`config.mk`:
```
export PLATFORM = sky130hd
export DESIGN_NAME = pproj_cordic
export DESIGN_NICKNAME = d
export VERILOG_FILES = /design/src/design/pproj_pkg.sv /design/src/design/pproj_cordic.sv
export SDC_FILE = /design/constraint.sdc
export NUM_CORES = 2
export LEC_CHECK = 0
export BUFFER_PORTS_ARGS = -buffer_cell sky130_fd_sc_hd__buf_2
export CAP_MARGIN = 20
export CORE_MARGIN = 2
export CORE_UTILIZATION = 50
export DETAILED_ROUTE_END_ITERATION = 16
export PLACE_DENSITY = 0.66
export SYNTH_ARGS = -nofsm -noshare
export SYNTH_HDL_FRONTEND = slang
export SYNTH_SLANG_ARGS = --single-unit
```
`constraint.sdc`:
```
create_clock -name clk -period 11.68 [get_ports clk]
set_clock_uncertainty 0.1 [all_clocks]
set_input_delay 0.584 -clock clk [delete_from_list [all_inputs] [get_ports clk]]
set_output_delay 0.584 -clock clk [all_outputs]
set_load 0.005 [all_outputs]
```
`src/design/pproj_pkg.sv`:
```
// Shared constants for the pose projection unit.
`default_nettype none

package pproj_pkg;

    localparam int COORD_W   = 32;
    localparam int FRAC_BITS = 16;

    localparam logic [16:0] NEAR_EPS_RESET = 17'd66;

    // round(2^(64-FRAC_BITS) / (2 pi)): heading to 2^32 phase units per turn
    localparam logic [45:0] TURN_K  = 46'd44798133900177;
    localparam int          K_SPLIT = 23;

    localparam int                 CORDIC_N    = 28;
    localparam logic signed [32:0] CORDIC_GAIN = 33'sd652032874;

    localparam logic [29:0] ATAN_TURNS [0:27] = '{
        30'd536870912, 30'd316933406, 30'd167458907, 30'd85004756, 30'd42667331,
        30'd21354465, 30'd10679838, 30'd5340245, 30'd2670163, 30'd1335087,
        30'd667544, 30'd333772, 30'd166886, 30'd83443, 30'd41722, 30'd20861,
        30'd10430, 30'd5215, 30'd2608, 30'd1304, 30'd652, 30'd326, 30'd163,
        30'd81, 30'd41, 30'd20, 30'd10, 30'd5
    };

    // floor(2^(28+FRAC_BITS) / 100000)
    localparam logic signed [65:0] DET_MIN = 66'sd175921860;

    localparam logic signed [49:0] I32_MAX_W = 50'sd2147483647;
    localparam logic signed [49:0] I32_MIN_W = -50'sd2147483648;

endpackage

`default_nettype wire

```
`src/design/pproj_cordic.sv`:
```
// Iterative sine/cosine of a Q16.16 heading, Q28 results.
`default_nettype none

module pproj_cordic (
    input  wire                clk,
    input  wire                rst_n,
    input  wire                start,
    input  wire [31:0]         heading,
    output logic               done,
    output logic signed [31:0] sin_q,
    output logic signed [31:0] cos_q
);

    localparam logic [2:0] ST_IDLE = 3'd0;
    localparam logic [2:0] ST_MLO  = 3'd1;
    localparam logic [2:0] ST_MHI  = 3'd2;
    localparam logic [2:0] ST_PREP = 3'd3;
    localparam logic [2:0] ST_ROT  = 3'd4;
    localparam logic [2:0] ST_FIN  = 3'd5;

    logic [2:0]         state_reg;
    logic signed [31:0] h_reg;
    logic [63:0]        acc_reg;
    logic               flip_reg;
    logic signed [33:0] z_reg;
    logic signed [32:0] x_reg;
    logic signed [32:0] y_reg;
    logic [4:0]         it_reg;
    logic               done_reg;

    logic [22:0]        k_op;
    logic signed [55:0] prod;
    logic [63:0]        prod64;
    logic [31:0]        phase;
    logic [31:0]        phase_q;
    logic [31:0]        phase_f;
    logic signed [32:0] xs;
    logic signed [32:0] ys;
    logic signed [33:0] atan_v;
    logic signed [32:0] xf;
    logic signed [32:0] yf;
    logic signed [32:0] xr;
    logic signed [32:0] yr;

    // phase product in two halves of the constant on one multiplier
    assign k_op    = (state_reg == ST_MHI) ? pproj_pkg::TURN_K[45:23]
                                           : pproj_pkg::TURN_K[22:0];
    assign prod    = h_reg * $signed({1'b0, k_op});
    assign prod64  = {{8{prod[55]}}, prod};
    assign phase   = acc_reg[63:32];
    assign phase_q = phase + 32'h4000_0000;
    assign phase_f = phase_q[31] ? (phase + 32'h8000_0000) : phase;

    assign xs     = x_reg >>> it_reg;
    assign ys     = y_reg >>> it_reg;
    assign atan_v = $signed({4'b0, pproj_pkg::ATAN_TURNS[it_reg]});

    assign xf = flip_reg ? -x_reg : x_reg;
    assign yf = flip_reg ? -y_reg : y_reg;
    assign xr = (xf + 33'sd2) >>> 2;
    assign yr = (yf + 33'sd2) >>> 2;

    assign done = done_reg;

    always_ff @(posedge clk) begin
        if (!rst_n) begin
            state_reg <= ST_IDLE;
            done_reg  <= 1'b0;
        end else begin
            done_reg <= 1'b0;
            case (state_reg)
                ST_IDLE: begin
                    if (start) begin
                        h_reg     <= $signed(heading);
                        state_reg <= ST_MLO;
                    end
                end
                ST_MLO: begin
                    acc_reg   <= prod64;
                    state_reg <= ST_MHI;
                end
                ST_MHI: begin
                    acc_reg   <= acc_reg + (prod64 << pproj_pkg::K_SPLIT);
                    state_reg <= ST_PREP;
                end
                ST_PREP: begin
                    flip_reg  <= phase_q[31];
                    z_reg     <= {{2{phase_f[31]}}, phase_f};
                    x_reg     <= pproj_pkg::CORDIC_GAIN;
                    y_reg     <= '0;
                    it_reg    <= '0;
                    state_reg <= ST_ROT;
                end
                ST_ROT: begin
                    if (!z_reg[33]) begin
                        x_reg <= x_reg - ys;
                        y_reg <= y_reg + xs;
                        z_reg <= z_reg - atan_v;
                    end else begin
                        x_reg <= x_reg + ys;
                        y_reg <= y_reg - xs;
                        z_reg <= z_reg + atan_v;
                    end
                    if (it_reg == 5'(pproj_pkg::CORDIC_N - 1)) begin
                        state_reg <= ST_FIN;
                    end else begin
                        it_reg <= it_reg + 5'd1;
                    end
                end
                ST_FIN: begin
                    sin_q     <= yr[31:0];
                    cos_q     <= xr[31:0];
                    done_reg  <= 1'b1;
                    state_reg <= ST_IDLE;
                end
                default: begin
                    state_reg <= ST_IDLE;
                end
            endcase
        end
    end

endmodule

`default_nettype wire

```
# Yosys cells after proc, flatten, opt, wreduce, memory -nomap -nowiden
# Memory sizes are Yosys's and may differ from the RTL's.
# Cells that the tools add are included.
# totals
register_bits,268
rom_bits,960
inputBits,35
output_inout_bits,65
word_cells,69
mem_count,1
# memory_table
memory,depth,word_bits,rd,rd_clocked_by_memory_dff,write_ports,line_no,rtl
(name not given),32,30,1,0,0,pproj_cordic.sv:56,"assign atan_v = $signed({4'b0, pproj_pkg::ATAN_TURNS[it_reg]});"
# op_classes
n_addsub,14
multipliers,1
order_cmp,1
n_eq_ne,9
shifts,2
n_mux,19
n_bitwise,1
reduce_logical,10
# ops
operator,n
2-to-1 mux 33 bit,4
case mux 33 bit (2 select lines),2
case mux 64 bit (2 select lines),1
case mux 34 bit (2 select lines),1
"adder 33 x 3 -> 33 bit, second input constant",2
adder 33 bit,2
negation 33 bit,2
>>> shifter 33 x 5 -> 33 bit,2
subtractor 33 bit,2
adder 64 bit,1
2-to-1 mux 30 bit,2
multiplier 32 x 24 -> 56 bit,1
adder 34 x 31 -> 34 bit,1
2-to-1 mux 34 bit,1
subtractor 34 x 31 -> 34 bit,1
"adder 32 x 31 -> 32 bit, second input constant",1
"adder 32 bit, second input constant",1
2-to-1 mux 32 bit,1
2-to-1 mux 20 bit,1
case mux 3 bit (5 select lines),1
case mux 5 bit (2 select lines),1
AND reduction 2 bit,5
"equality test 3 x 2 -> 1 bit, second input constant",2
"equality test 3 bit, second input constant",2
12 further kinds,17

# Logic depth before layout (Yosys ltp)
# logic_depth
ltp_word,7
ltp_mapped,41
ltp_nobuf,38

# Worst setup path before layout
# Ideal clock, no wire load.
# synth_timing
kind,register to register
startpoint,register state_reg[1]
endpoint,"register acc_reg[60], data pin"
setup_time_ps,299
arrival_ps,9329
setup_slack_ps,1952
path_stages_with_launch,38
path_buffers,3
period_less_slack_ps,9728
path_cell_list,dfxtp_1 clkbuf_1 nor3b_1 clkbuf_1 clkbuf_1 nand2_1 fa_1 inv_1 fa_1 inv_1 fa_1 fa_1 inv_1 ha_1 fa_1 inv_1 fa_1 inv_1 [... 2 more ...] a2111oi_0 nor2b_1 or2_2 a31oi_1 nor2_1 nor2_1 nor2_1 xnor2_1 ha_1 a21o_1 a221o_1 nand3_1 nand2_1 a211oi_1 nor2_1 a221oi_1 xor2_1 o211ai_1
# synth_via
elab_chain_len,5
word_cells_on_any_way,6
cone_classes,add/sub: 1; mul: 1; eq/ne: 2; mux: 2
# synth_rtl
item,line_no,rtl
"start, declared",pproj_cordic.sv:21,logic [2:0] state_reg;
"start signal, assigned",pproj_cordic.sv:67,state_reg <= ST_IDLE;
"start signal, assigned",pproj_cordic.sv:75,state_reg <= ST_MLO;
"start signal, assigned",pproj_cordic.sv:80,state_reg <= ST_MHI;
equality test 3 x 2 -> 1 bit,"pproj_cordic.sv:46, pproj_cordic.sv:71",
2-to-1 mux 20 bit,pproj_cordic.sv:46,assign k_op = (state_reg == ST_MHI) ? pproj_pkg::TURN_K[45:23]
multiplier 32 x 24 -> 56 bit,pproj_cordic.sv:48,"assign prod = h_reg * $signed({1'b0, k_op});"
adder 64 bit,pproj_cordic.sv:83,acc_reg <= acc_reg + (prod64 << pproj_pkg::K_SPLIT);
case mux 64 bit (2 select lines) *,pproj_cordic.sv:71,case (state_reg)
"end signal, assigned",pproj_cordic.sv:79,acc_reg <= prod64;
"end signal, assigned",pproj_cordic.sv:83,
"end, declared",pproj_cordic.sv:23,logic [63:0] acc_reg;
# Every way passes the cells marked *; elsewhere a longest branch is shown, timed or not.
# A chain may end at the register's enable or synchronous reset.

# Worst setup path after layout
# layout_timing
startpoint,register state_reg[1]
endpoint,"register acc_reg[62], data pin"
# The elaborated chain is that of the path after synthesis.

==> impl_metrics.json <==
{
  "num_rows": 107,
  "final_common_cell": "inv_1",
  "place_congestion": 1.01,
  "slowest_stage": "or3b_4",
  "r2r_start": "state_reg[1]",
  "yosys.area.top_type": "fa_1",
  "numCtsBuffers": 35,
  "rsz0062_at_grt": "no",
  "clockBufferDepth": 3,
  "boundaryPins": 100,
  "timing.rr.end": "acc_reg[62]",
  "clk_pin_slew_worst_paths_ps": 60,
  "coreArea_sq_um": 85400,
  "largest_reg_flops": 41,
  "start_util": 0.506,
  "post_cts_buffers": 0,
  "cts_tree": "done",
  "num_vias": 33551,
  "postCtsHoldBufs": 0,
  "syn-mean-instance-area_sq_um": 9.28,
  "via_per_inst": 5.78,
  "stdcell_count": 5807,
  "synthFlopType": "edfxtp_1",
  "slowest_delay_ps": 680,
  "grt_usage": 0.272,
  "synth_edf_count": 241,
  "ys_ff_latch": 245,
  "routed_wl_mm": 119,
  "period_needed_ps": 10130,
  "crit_required_ps": 11870,
  "drtIter0Drc": 2542,
  "routedWlPerCell_microns": 20.6,
  "async_flop_share": 0,
  "netlist_instances": 4657,
  "ys_types": 93,
  "dp_hpwl_mm": 95.6,
  "antenna_found_initial": 1,
  "post-route-period-util": 0.867,
  "finalHoldViolations": 0,
  "drtPass1Iterations": 6,
  "slew-limit-headroom": 0.332,
  "drive_gt1_frac": 0.0710,
  "syn_to_final_growth_pct": 6.01,
  "fmax_mhz": 98.7,
  "port_buffers": 99,
  "cts_resized": 0,
  "cap_viol_max_count": 0,
  "insertion_delay_ps": 620,
  "r2r.worst_path.cells": 32,
  "critPathKind": "register to register",
  "finalNetCount": 5586,
  "status": "complete, no violations",
  "synth_area_leaders": "fa_1 (23%), edfxtp_1 (17%), ha_1 (12%), inv_1 (6.5%), xnor2_1 (4.3%)",
  "path_max_fanout": 40,
  "cts.sinks": 245,
  "cp-end-kind": "register",
  "ys_seq_area_frac": 0.169,
  "yosysWarnings": 0,
  "drc": 0,
  "cts_max_level": 2,
  "tns_ps": 0,
  "setup_viol": 0,
  "grt_max_degree": 81,
  "hold_depth": 1,
  "drtAntennaViolNets": 0,
  "root_buffer": "clkbuf_16",
  "yosys.area.top_type_share": 0.226,
  "cp.arrival_ps": 10320,
  "ff2ff_setup_slack_ps": 1550,
  "grt-ovfl-total": 0,
  "die_area_sq_um": 88800,
  "grt_pass1_vias": 34175,
  "fin_util": 0.536,
  "hold_path_end": "h_reg[1]",
  "netlist_area_sq_um": 43200,
  "n_antenna_cell": 0,
  "die_y_microns": 298,
  "hold_start": "heading[1]",
  "final_cell_mix": "inv_1 (742), fa_1 (488), ha_1 (422)",
  "slew_violations": 0,
  "numPlacedInstances": 5748,
  "grt_pass1_wl_mm": 191,
  "min_path_type": "primary input to register",
  "die_w_microns": 298,
  "tightest_slew_ps": 1000,
  "startpoint_type": "register"
}
cell families after synthesis:
logic type                 Yosys count  share of synthesized area
and+or+nand+nor                   1086                      0.123
DFF                                245                      0.169
xor gates and xnor gates           387                     0.0788
muxes                              142                     0.0555
adders and majority gates          910                      0.348
AOI/OAI and AO/OA                  941                      0.141
buffers and inverters              944                     0.0843
other                                2                   0.000174
cell type report:
| type | count | area, sq um |
|---|---|---|
| clock buffer | 41 | 930 |
| clock inverter | 18 | 221 |
| fill | 7904 | 39600 |
| inverter | 746 | 2800 |
| multi-input combinational | 3478 | 32300 |
| sequential | 245 | 7320 |
| tap | 1144 | 1430 |
| timing repair buffer | 135 | 776 |
worst max-delay path, delay by kind of cell (launching register included):
kind	cells	cell delay (ps)
and+or+nand+nor	3	1310
DFF	1	540
xor gates and xnor gates	2	570
buffers and inverters	9	1240
adders and majority gates	9	4190
AOI/OAI and AO/OA	9	1850
worst max-delay path by stage:
| stage | cells past startpoint | from | end | slack (ps) |
|---|---|---|---|---|
| after global placement | 30 | state_reg[0] | acc_reg[62] | 1440 |
| after CTS | 30 | state_reg[0] | acc_reg[62] | 1570 |
| final | 32 | state_reg[1] | acc_reg[62] | 1550 |
| after detailed placement | 30 | state_reg[0] | acc_reg[62] | 1600 |
| after floorplan | 37 | state_reg[1] | acc_reg[60] | 1950 |
| after global routing | 35 | state_reg[1] | acc_reg[60] | 1040 |
through the flow:
stage / area (sq um) / hold WS [ps] / setup slack [ps]
finish: 45800 / 60.6 / 1550
global route: 45800 / 42.3 / 1040
CTS: 45800 / 31.0 / 1570
detailed placement: 44700 / 444 / 1600
global placement: 44700 / 441 / 1440
floorplan: 43300 / 417 / 1950
synth_stat cells (all sizes together), types with 114 or more instances:
cell type  number
clkbuf        153
nand2         342
ha            422
xnor2         213
fa            488
a21o          114
o21ai         179
a21oi         257
nor2          288
edfxtp        241
inv           745
xor2          173
per-layer routing:
metal	wire [microns]	up-vias	track usage
met4	4920	0	0.104
met5	0	-	0
met3	6640	259	0.0338
met1	48800	16317	0.344
met2	59100	1110	0.475
li1	-	15865	-
Power is left out: the tool's default activity adds up to more than one toggle a clock period on the data nets, which glitch-free logic cannot reach.
