`config.mk`:
```
export PLATFORM = sky130hd
export DESIGN_NAME = pproj_div
export DESIGN_NICKNAME = d
export VERILOG_FILES = /design/src/design/pproj_div.sv
export SDC_FILE = /design/constraint.sdc
export NUM_CORES = 1
export LEC_CHECK = 0
export BUFFER_PORTS_ARGS = -buffer_cell sky130_fd_sc_hd__buf_4
export CAP_MARGIN = 10
export CORE_ASPECT_RATIO = 0.7
export CORE_UTILIZATION = 50
export DETAILED_ROUTE_END_ITERATION = 12
export PLACE_DENSITY = 0.74
export SETUP_SLACK_MARGIN = 0.2
export SLEW_MARGIN = 20
export SYNTH_ARGS = -nofsm -noshare
export SYNTH_HDL_FRONTEND = slang
export SYNTH_SLANG_ARGS = --single-unit
```
`constraint.sdc`:
```
create_clock -name clk -period 16.1 [get_ports clk]
set_input_delay 1.61 -clock clk [delete_from_list [all_inputs] [get_ports clk]]
set_output_delay 1.61 -clock clk [all_outputs]
set_load 0.005 [all_outputs]
```
`src/design/pproj_div.sv`:
```
// Bit-serial fraction divider: num/den in Q.16, truncated, saturated to 32 bits.
`default_nettype none

module pproj_div (
    input  wire                clk,
    input  wire                rst_n,
    input  wire                start,
    input  wire                neg,
    input  wire [63:0]         num_mag,
    input  wire [63:0]         den,
    output logic               done,
    output logic signed [31:0] quo
);

    logic        busy_reg;
    logic        done_reg;
    logic [4:0]  cnt_reg;
    logic [63:0] r_reg;
    logic [14:0] sh_reg;
    logic [30:0] q_reg;
    logic [63:0] den_reg;
    logic        neg_reg;

    logic [64:0] rs;
    logic        ge;
    logic [64:0] rd;
    logic [30:0] qn;
    logic        ovf;

    assign rs  = {r_reg, sh_reg[14]};
    assign ge  = rs >= {1'b0, den_reg};
    assign rd  = rs - {1'b0, den_reg};
    assign qn  = {q_reg[29:0], ge};
    // integer part of 2^15 or more cannot be shown in Q16.16
    assign ovf = {15'b0, num_mag} >= {den, 15'b0};

    assign done = done_reg;

    always_ff @(posedge clk) begin
        if (!rst_n) begin
            busy_reg <= 1'b0;
            done_reg <= 1'b0;
        end else begin
            done_reg <= 1'b0;
            if (start) begin
                if (ovf) begin
                    quo      <= neg ? 32'sh8000_0000 : 32'sh7FFF_FFFF;
                    done_reg <= 1'b1;
                end else begin
                    busy_reg <= 1'b1;
                    r_reg    <= num_mag >> 15;
                    sh_reg   <= num_mag[14:0];
                    q_reg    <= '0;
                    cnt_reg  <= 5'd30;
                    den_reg  <= den;
                    neg_reg  <= neg;
                end
            end else if (busy_reg) begin
                r_reg  <= ge ? rd[63:0] : rs[63:0];
                sh_reg <= {sh_reg[13:0], 1'b0};
                q_reg  <= qn;
                if (cnt_reg == 5'd0) begin
                    busy_reg <= 1'b0;
                    done_reg <= 1'b1;
                    quo      <= neg_reg ? -$signed({1'b0, qn}) : $signed({1'b0, qn});
                end else begin
                    cnt_reg <= cnt_reg - 5'd1;
                end
            end
        end
    end

endmodule

`default_nettype wire

```
Yosys cells after proc, flatten, opt, wreduce, memory -nomap -nowiden
Index checks and enable logic that the tools add are counted. Widths: inputs -> output; s select.

$add $sub $neg: 3. Order comparisons: 2. Eq/ne operators: 3. Multiplexer cells: 28. Bitwise logic cells: 1. Reduce and logical (&&, ||, !) cells: 7.

Operators by type and width (count): $mux 64 (4); $mux 32 (6); $mux 30 (3); $ge 64x79->1 (1); $ge 65x64->1 (1); $sub 64x64->64 (1); $mux 15 (3); $neg 31->32 (1); $mux 5 (4); $mux 1 (8); $reduce_and 4->1 (2); $reduce_and 3->1 (2); $logic_not 5->1 (1); $sub 5x1->5 const B (1); $ne 2x2->1 const B (2); $reduce_bool 2->1 (2); $ne 2x1->1 const B (1); $not 1->1 (1).

Flip-flop bits (word level): 213. Input bits: 132. Output and inout bits: 33. Logic and storage cells: 53.

Longest topological paths before layout
Depth in word-level cells: 6. Gate-level depth with buffers: 23. Mapped depth without buffers: 21.

Worst setup path after synthesis
OpenSTA, ideal clock, no wires.

Path kind: input to register. Start point: input port den[17]. End point: register cnt_reg[0], enable pin. Library setup time: 0.344 ns. Arrival time: 9.179 ns. Data required time: 15.756 ns. Setup slack: 6.576 ns. Stages on the path: 12. Path buffers: 0. Cells stage by stage: inv_1 > ha_1 > a21o_1 > a21o_1 > a211oi_1 > o21bai_1 > a221oi_1 > o22ai_1 > o31ai_1 > a21oi_1 > a21oi_1 > nor2b_1.

Cells in the longest elaborated chain, start to end: 3.

RTL lines: from (decl) (RTL line 10) `input wire [63:0] den,`; $ge 64x79->1 (RTL line 35) `assign ovf = {15'b0, num_mag} >= {den, 15'b0};`; $ne 2x2->1 (no source line); $reduce_and 4->1 (no source line); to (signal assigned) (RTL line 67) `cnt_reg <= cnt_reg - 5'd1;`; to (decl) (RTL line 17) `logic [4:0] cnt_reg;`.

No other way between the ends. A chain may end at the register's enable or synchronous reset.

Worst setup path after layout
Start point: register r_reg[7]. End point: register quo[30] (data pin).

Cells in the longest elaborated chain, start to end: 6.

RTL lines: from (decl) (RTL line 18) `logic [63:0] r_reg;`; from (signal assigned) (RTL line 51) `r_reg <= num_mag >> 15;`; from (signal assigned) (RTL line 59) `r_reg <= ge ? rd[63:0] : rs[63:0];`; $ge 65x64->1 (RTL line 31) `assign ge = rs >= {1'b0, den_reg};`; $neg 31->32 (RTL line 65) `quo <= neg_reg ? -$signed({1'b0, qn}) : $signed({1'b0, qn});`; $mux 32 (RTL line 65); $mux 32 (RTL line 62) `if (cnt_reg == 5'd0) begin`; $mux 32 (RTL line 58) `end else if (busy_reg) begin`; $mux 32 (RTL line 45) `if (start) begin`; to (signal assigned) (RTL line 47) `quo <= neg ? 32'sh8000_0000 : 32'sh7FFF_FFFF;`; to (signal assigned) (RTL line 65); to (decl) (RTL line 12) `output logic signed [31:0] quo`.

No other way between the ends. The select of a mux whose other input is x is not followed.

==> impl_metrics.xml <==
<?xml version="1.0" encoding="UTF-8"?>
<metrics>
  <group name="die">
    <metric name="core_area" unit="mm2">0.0280</metric>
    <metric name="initial_utilization" unit="%">51.3</metric>
    <metric name="design.portCount" unit="">165</metric>
    <metric name="dieWidth" unit="um">205</metric>
    <metric name="core.rowCount" unit="">51</metric>
    <metric name="die_area" unit="mm2">0.0294</metric>
    <metric name="chipHeight" unit="um">144</metric>
  </group>
  <group name="cts">
    <metric name="path_clk_slew" unit="ns">0.07</metric>
    <metric name="tritoncts" unit="">built</metric>
    <metric name="cts-htree-levels" unit="">1</metric>
    <metric name="ctsResizeCount" unit="">0</metric>
    <metric name="cts.repair_timing.setup_buffer_count" unit="">0</metric>
    <metric name="clock_latency" unit="ns">0.55</metric>
    <metric name="clock-root-buffer" unit="">sky130_fd_sc_hd__clkbuf_16</metric>
    <metric name="ctsHoldBuffers" unit="">0</metric>
    <metric name="clk_sinks" unit="">213</metric>
    <metric name="cts_max_path_buffers" unit="">3</metric>
    <metric name="num_cts_buffers" unit="">23</metric>
  </group>
  <group name="critical_path">
    <metric name="end_kind" unit="">flop</metric>
    <metric name="cpMaxStageDelayCell" unit="">sky130_fd_sc_hd__or2_4</metric>
    <metric name="timing.setup.critical_path_class" unit="">flop to flop</metric>
    <metric name="crit_fanout" unit="">58</metric>
    <metric name="critPathMaxStageDelay" unit="ns">0.51</metric>
    <metric name="sequence_of_cells_on_the_critical_path" unit="">ha_1, a21o_1, a31oi_1, o221ai_1, o2111ai_1, a31oi_1, o21ai_2, a21oi_2, or2_4, inv_2, ha_1, nand2_1, or3_1, or3_1, nand2b_1, nand2b_1, o31ai_1, nand2_1, xnor2_1, mux2i_1</metric>
    <metric name="worstPathRequired" unit="ns">16.37</metric>
    <metric name="arrival" unit="ns">5.80</metric>
    <metric name="critical_path.startpoint_type" unit="">flop</metric>
  </group>
  <group name="synthesis">
    <metric name="muxShareOfSynthArea" unit="%">1.63</metric>
    <metric name="yosys.area_share.adder" unit="%">10.2</metric>
    <metric name="synth_fp_nets" unit="">1724</metric>
    <metric name="syn_area" unit="mm2">0.0144</metric>
    <metric name="syn-instance-count" unit="">1476</metric>
    <metric name="yosys_top_cell_by_area" unit="">sky130_fd_sc_hd__edfxtp_1</metric>
    <metric name="synth_area_per_cell" unit="um2">9.73</metric>
    <metric name="ys_dominant_reg_cell" unit="">sky130_fd_sc_hd__edfxtp_1</metric>
    <metric name="total_of_warnings_raised_by_yosys" unit="">0</metric>
    <metric name="yosys.area_share.simple" unit="%">15.3</metric>
    <metric name="postSynth.asyncResetShare" unit="%">0</metric>
    <metric name="synth_sequential_area_ratio" unit="%">44.4</metric>
    <metric name="synth-xor-area-share" unit="%">5.18</metric>
    <metric name="synth-seq-cells" unit="">213</metric>
    <metric name="yosys.area.top_type_share" unit="%">44.1</metric>
    <metric name="synth-compound-area-share" unit="%">18.1</metric>
    <metric name="synth.top_cells.by_area" unit="">sky130_fd_sc_hd__edfxtp_1, sky130_fd_sc_hd__ha_1, sky130_fd_sc_hd__a21oi_1</metric>
    <metric name="number_of_flops_mapped_to_enable_cells_by_yosys" unit="">211</metric>
    <metric name="ys_types" unit="">87</metric>
    <metric name="synth_top_family_by_area" unit="">compound AO/OA/AOI/OAI gates</metric>
  </group>
  <group name="job">
    <metric name="maxCapViolations" unit="">0</metric>
  </group>
  <group name="pwr">
    <metric name="combPwrFrac" unit="%">28.4</metric>
    <metric name="power_frac_clock" unit="%">31.6</metric>
    <metric name="cellInternalPower" unit="W">0.00117</metric>
    <metric name="fin_total_pwr" unit="W">0.00172</metric>
    <metric name="power.density_cell_area" unit="mW/mm2">103</metric>
    <metric name="power_switching" unit="W">0.000545</metric>
    <metric name="p_leak" unit="nW">6.92</metric>
    <metric name="share_seq_of_total_power" unit="%">40.0</metric>
    <metric name="power.switching_fraction" unit="%">31.8</metric>
    <metric name="power.ir.vdd_worst" unit="V">0.0000751</metric>
  </group>
  <group name="global_routing">
    <metric name="grtUsageTotal" unit="%">26.7</metric>
    <metric name="first_global_vias" unit="">11100</metric>
    <metric name="antenna_violations_before_repair" unit="">0</metric>
    <metric name="maximum_number_of_pins_on_one_net_before_global_route_repair" unit="">62</metric>
    <metric name="grt_pass1_wl" unit="um">61400</metric>
    <metric name="global_route.overflow_total" unit="">0</metric>
  </group>
  <group name="timing">
    <metric name="timing.clock.skew" unit="ns">0.0194</metric>
    <metric name="unrepaired_setup_endpoints_after_global_routing" unit="">no</metric>
    <metric name="tns" unit="ns">0</metric>
    <metric name="finalCritPeriodShare" unit="%">34.3</metric>
    <metric name="final_hold_viol_count" unit="">0</metric>
    <metric name="maxClockFrequency" unit="MHz">181</metric>
    <metric name="final.min_clock_period" unit="ns">5.52</metric>
    <metric name="tightest_slew" unit="ns">1.07</metric>
    <metric name="finalMaxSlewViolations" unit="">0</metric>
    <metric name="timing.slew.headroom" unit="%">28.0</metric>
    <metric name="setup_viol_count_final" unit="">0</metric>
  </group>
  <group name="final_layout">
    <metric name="nNetsFinal" unit="">1861</metric>
    <metric name="antenna-diode-count" unit="">0</metric>
    <metric name="share_of_post_route_cells_with_drive_strength_above_1" unit="%">15.5</metric>
    <metric name="postLayoutCellArea" unit="mm2">0.0167</metric>
    <metric name="multi_input_combinational_cell_area" unit="mm2">0.00727</metric>
    <metric name="register_area" unit="mm2">0.00638</metric>
    <metric name="final_core_utilization" unit="%">59.5</metric>
    <metric name="final-instance-count-excl-fill" unit="">2001</metric>
    <metric name="filler_cell_count" unit="">2412</metric>
    <metric name="syn_to_final_growth" unit="%">16.0</metric>
  </group>
  <group name="placed_design">
    <metric name="dp.final_hpwl" unit="um">29100</metric>
    <metric name="placed_area" unit="mm2">0.0159</metric>
    <metric name="place.detailed.instances" unit="">1958</metric>
    <metric name="placement.io_buffers" unit="">164</metric>
    <metric name="globalplace.congestion" unit="">0.936</metric>
  </group>
  <group name="routing">
    <metric name="vias_per_cell" unit="">5.98</metric>
    <metric name="detailedRoute.firstPassIterationCount" unit="">6</metric>
    <metric name="dr.first_iter.drc_count" unit="">1413</metric>
    <metric name="detail_route.drc_violations" unit="">0</metric>
    <metric name="antenna_violating_nets_post_route" unit="">0</metric>
    <metric name="drt-total-wl" unit="um">39600</metric>
    <metric name="route.detailed.wl_per_inst" unit="um">19.8</metric>
    <metric name="route.vias.total" unit="">12000</metric>
  </group>
  <group name="hold_path">
    <metric name="min-delay-path-class" unit="">flop to flop</metric>
  </group>
  <group name="status">
    <metric name="run_status" unit="">completed</metric>
  </group>
</metrics>
[path summary, 6_finish.rpt]
check,endpoint,slack (ns),startpoint,cells after the start
worst min-delay path,busy_reg$_SDFFE_PN0P_,0.50,busy_reg$_SDFFE_PN0P_,2
worst max-delay path,quo[30]$_DFFE_PP_,10.58,r_reg[7]$_DFFE_PP_,20
worst max register to register,quo[30]$_DFFE_PP_,10.58,r_reg[7]$_DFFE_PP_,20
worst min register to register,busy_reg$_SDFFE_PN0P_,0.50,busy_reg$_SDFFE_PN0P_,2
[power groups by stage]
stage | clock network, W | registers (W) | logic, W
6_report | 0.000542 | 0.000687 | 0.000487
3_3_place_gp | 0 | 0.000697 | 0.000463
5_1_grt | 0.000571 | 0.000691 | 0.000534
2_1_floorplan | 0 | 0.000694 | 0.000342
4_1_cts | 0.000550 | 0.000688 | 0.000476
3_5_place_dp | 0 | 0.000698 | 0.000471
[layout make-up]
| type | count | share of cell area, % |
|---|---|---|
| clock buffers | 27 | 3.54 |
| repair buffers | 174 | 7.88 |
| multi-input cells | 1071 | 43.6 |
| clock inverters | 15 | 0.998 |
| flip-flops and latches | 213 | 38.3 |
| well taps | 371 | 2.79 |
| inverters | 130 | 2.94 |
[cell families after synthesis]
| logic type | count (synthesis) |
|---|---|
| AND/OR/NAND/NOR | 453 |
| AO/OA/AOI/OAI | 396 |
| flip-flops | 213 |
| buffers and inverters | 192 |
| adder cells (fa/ha/maj) | 116 |
| XOR/XNOR | 85 |
| multiplexers | 21 |
[layout by cell type (no fill, tap or decap), types with 18 or more instances in the layout]
master                        n
sky130_fd_sc_hd__buf_4      173
sky130_fd_sc_hd__a21oi_1    128
sky130_fd_sc_hd__edfxtp_1   211
sky130_fd_sc_hd__nand2_1    167
sky130_fd_sc_hd__nand3_1     20
sky130_fd_sc_hd__xor2_1      43
sky130_fd_sc_hd__nand4_1     25
sky130_fd_sc_hd__nor2_1      92
sky130_fd_sc_hd__a31oi_1     37
sky130_fd_sc_hd__a21o_1      34
sky130_fd_sc_hd__ha_1       115
sky130_fd_sc_hd__mux2_2      19
sky130_fd_sc_hd__nor2b_1     43
sky130_fd_sc_hd__nor3_1      18
sky130_fd_sc_hd__xnor2_1     42
sky130_fd_sc_hd__inv_1      128
sky130_fd_sc_hd__clkbuf_16   23
sky130_fd_sc_hd__o21ai_0     56
[per-layer routing]
layer / wire length (um) / part of all wire, % / GRT usage (%) / up-vias
li1: - / - / - / 5660
met1: 18600 / 47 / 40.9 / 5668
met2: 16100 / 41 / 37.9 / 571
met3: 3870 / 9.8 / 5.67 / 74
met4: 1000 / 2.5 / 6.60 / 0
met5: 0 / 0 / 0 / -
[worst max-delay path, delay by kind of cell (launching register included)]
| family | cells | cell delay (ns) |
|---|---|---|
| xor gates and xnor gates | 1 | 0.21 |
| adders and majority gates | 2 | 0.56 |
| AOI/OAI and AO/OA | 8 | 1.89 |
| muxes | 1 | 0.10 |
| buffers and inverters | 1 | 0.14 |
| and+or+nand+nor | 7 | 1.90 |
| DFF | 1 | 0.42 |
[Yosys cell counts, types with 20 or more instances]
library cell                 n
sky130_fd_sc_hd__edfxtp_1  211
sky130_fd_sc_hd__o21ai_0    56
sky130_fd_sc_hd__a31oi_1    37
sky130_fd_sc_hd__nand3_1    20
sky130_fd_sc_hd__xnor2_1    42
sky130_fd_sc_hd__nand4_1    25
sky130_fd_sc_hd__ha_1      115
sky130_fd_sc_hd__a21oi_1   129
sky130_fd_sc_hd__nor2b_1    43
sky130_fd_sc_hd__inv_1     129
sky130_fd_sc_hd__clkbuf_1   40
sky130_fd_sc_hd__nand2_1   167
sky130_fd_sc_hd__nor2_1     93
sky130_fd_sc_hd__a21o_1     34
sky130_fd_sc_hd__xor2_1     43
[metrics by stage]
stage	hold WS, ns	setup slack, ns
after floorplan	0.456	6.58
after global placement	0.475	10.57
after detailed placement	0.490	10.50
after CTS	0.501	10.69
after global routing	0.547	10.38
final	0.500	10.58
(Power assumes the default switching activity.)
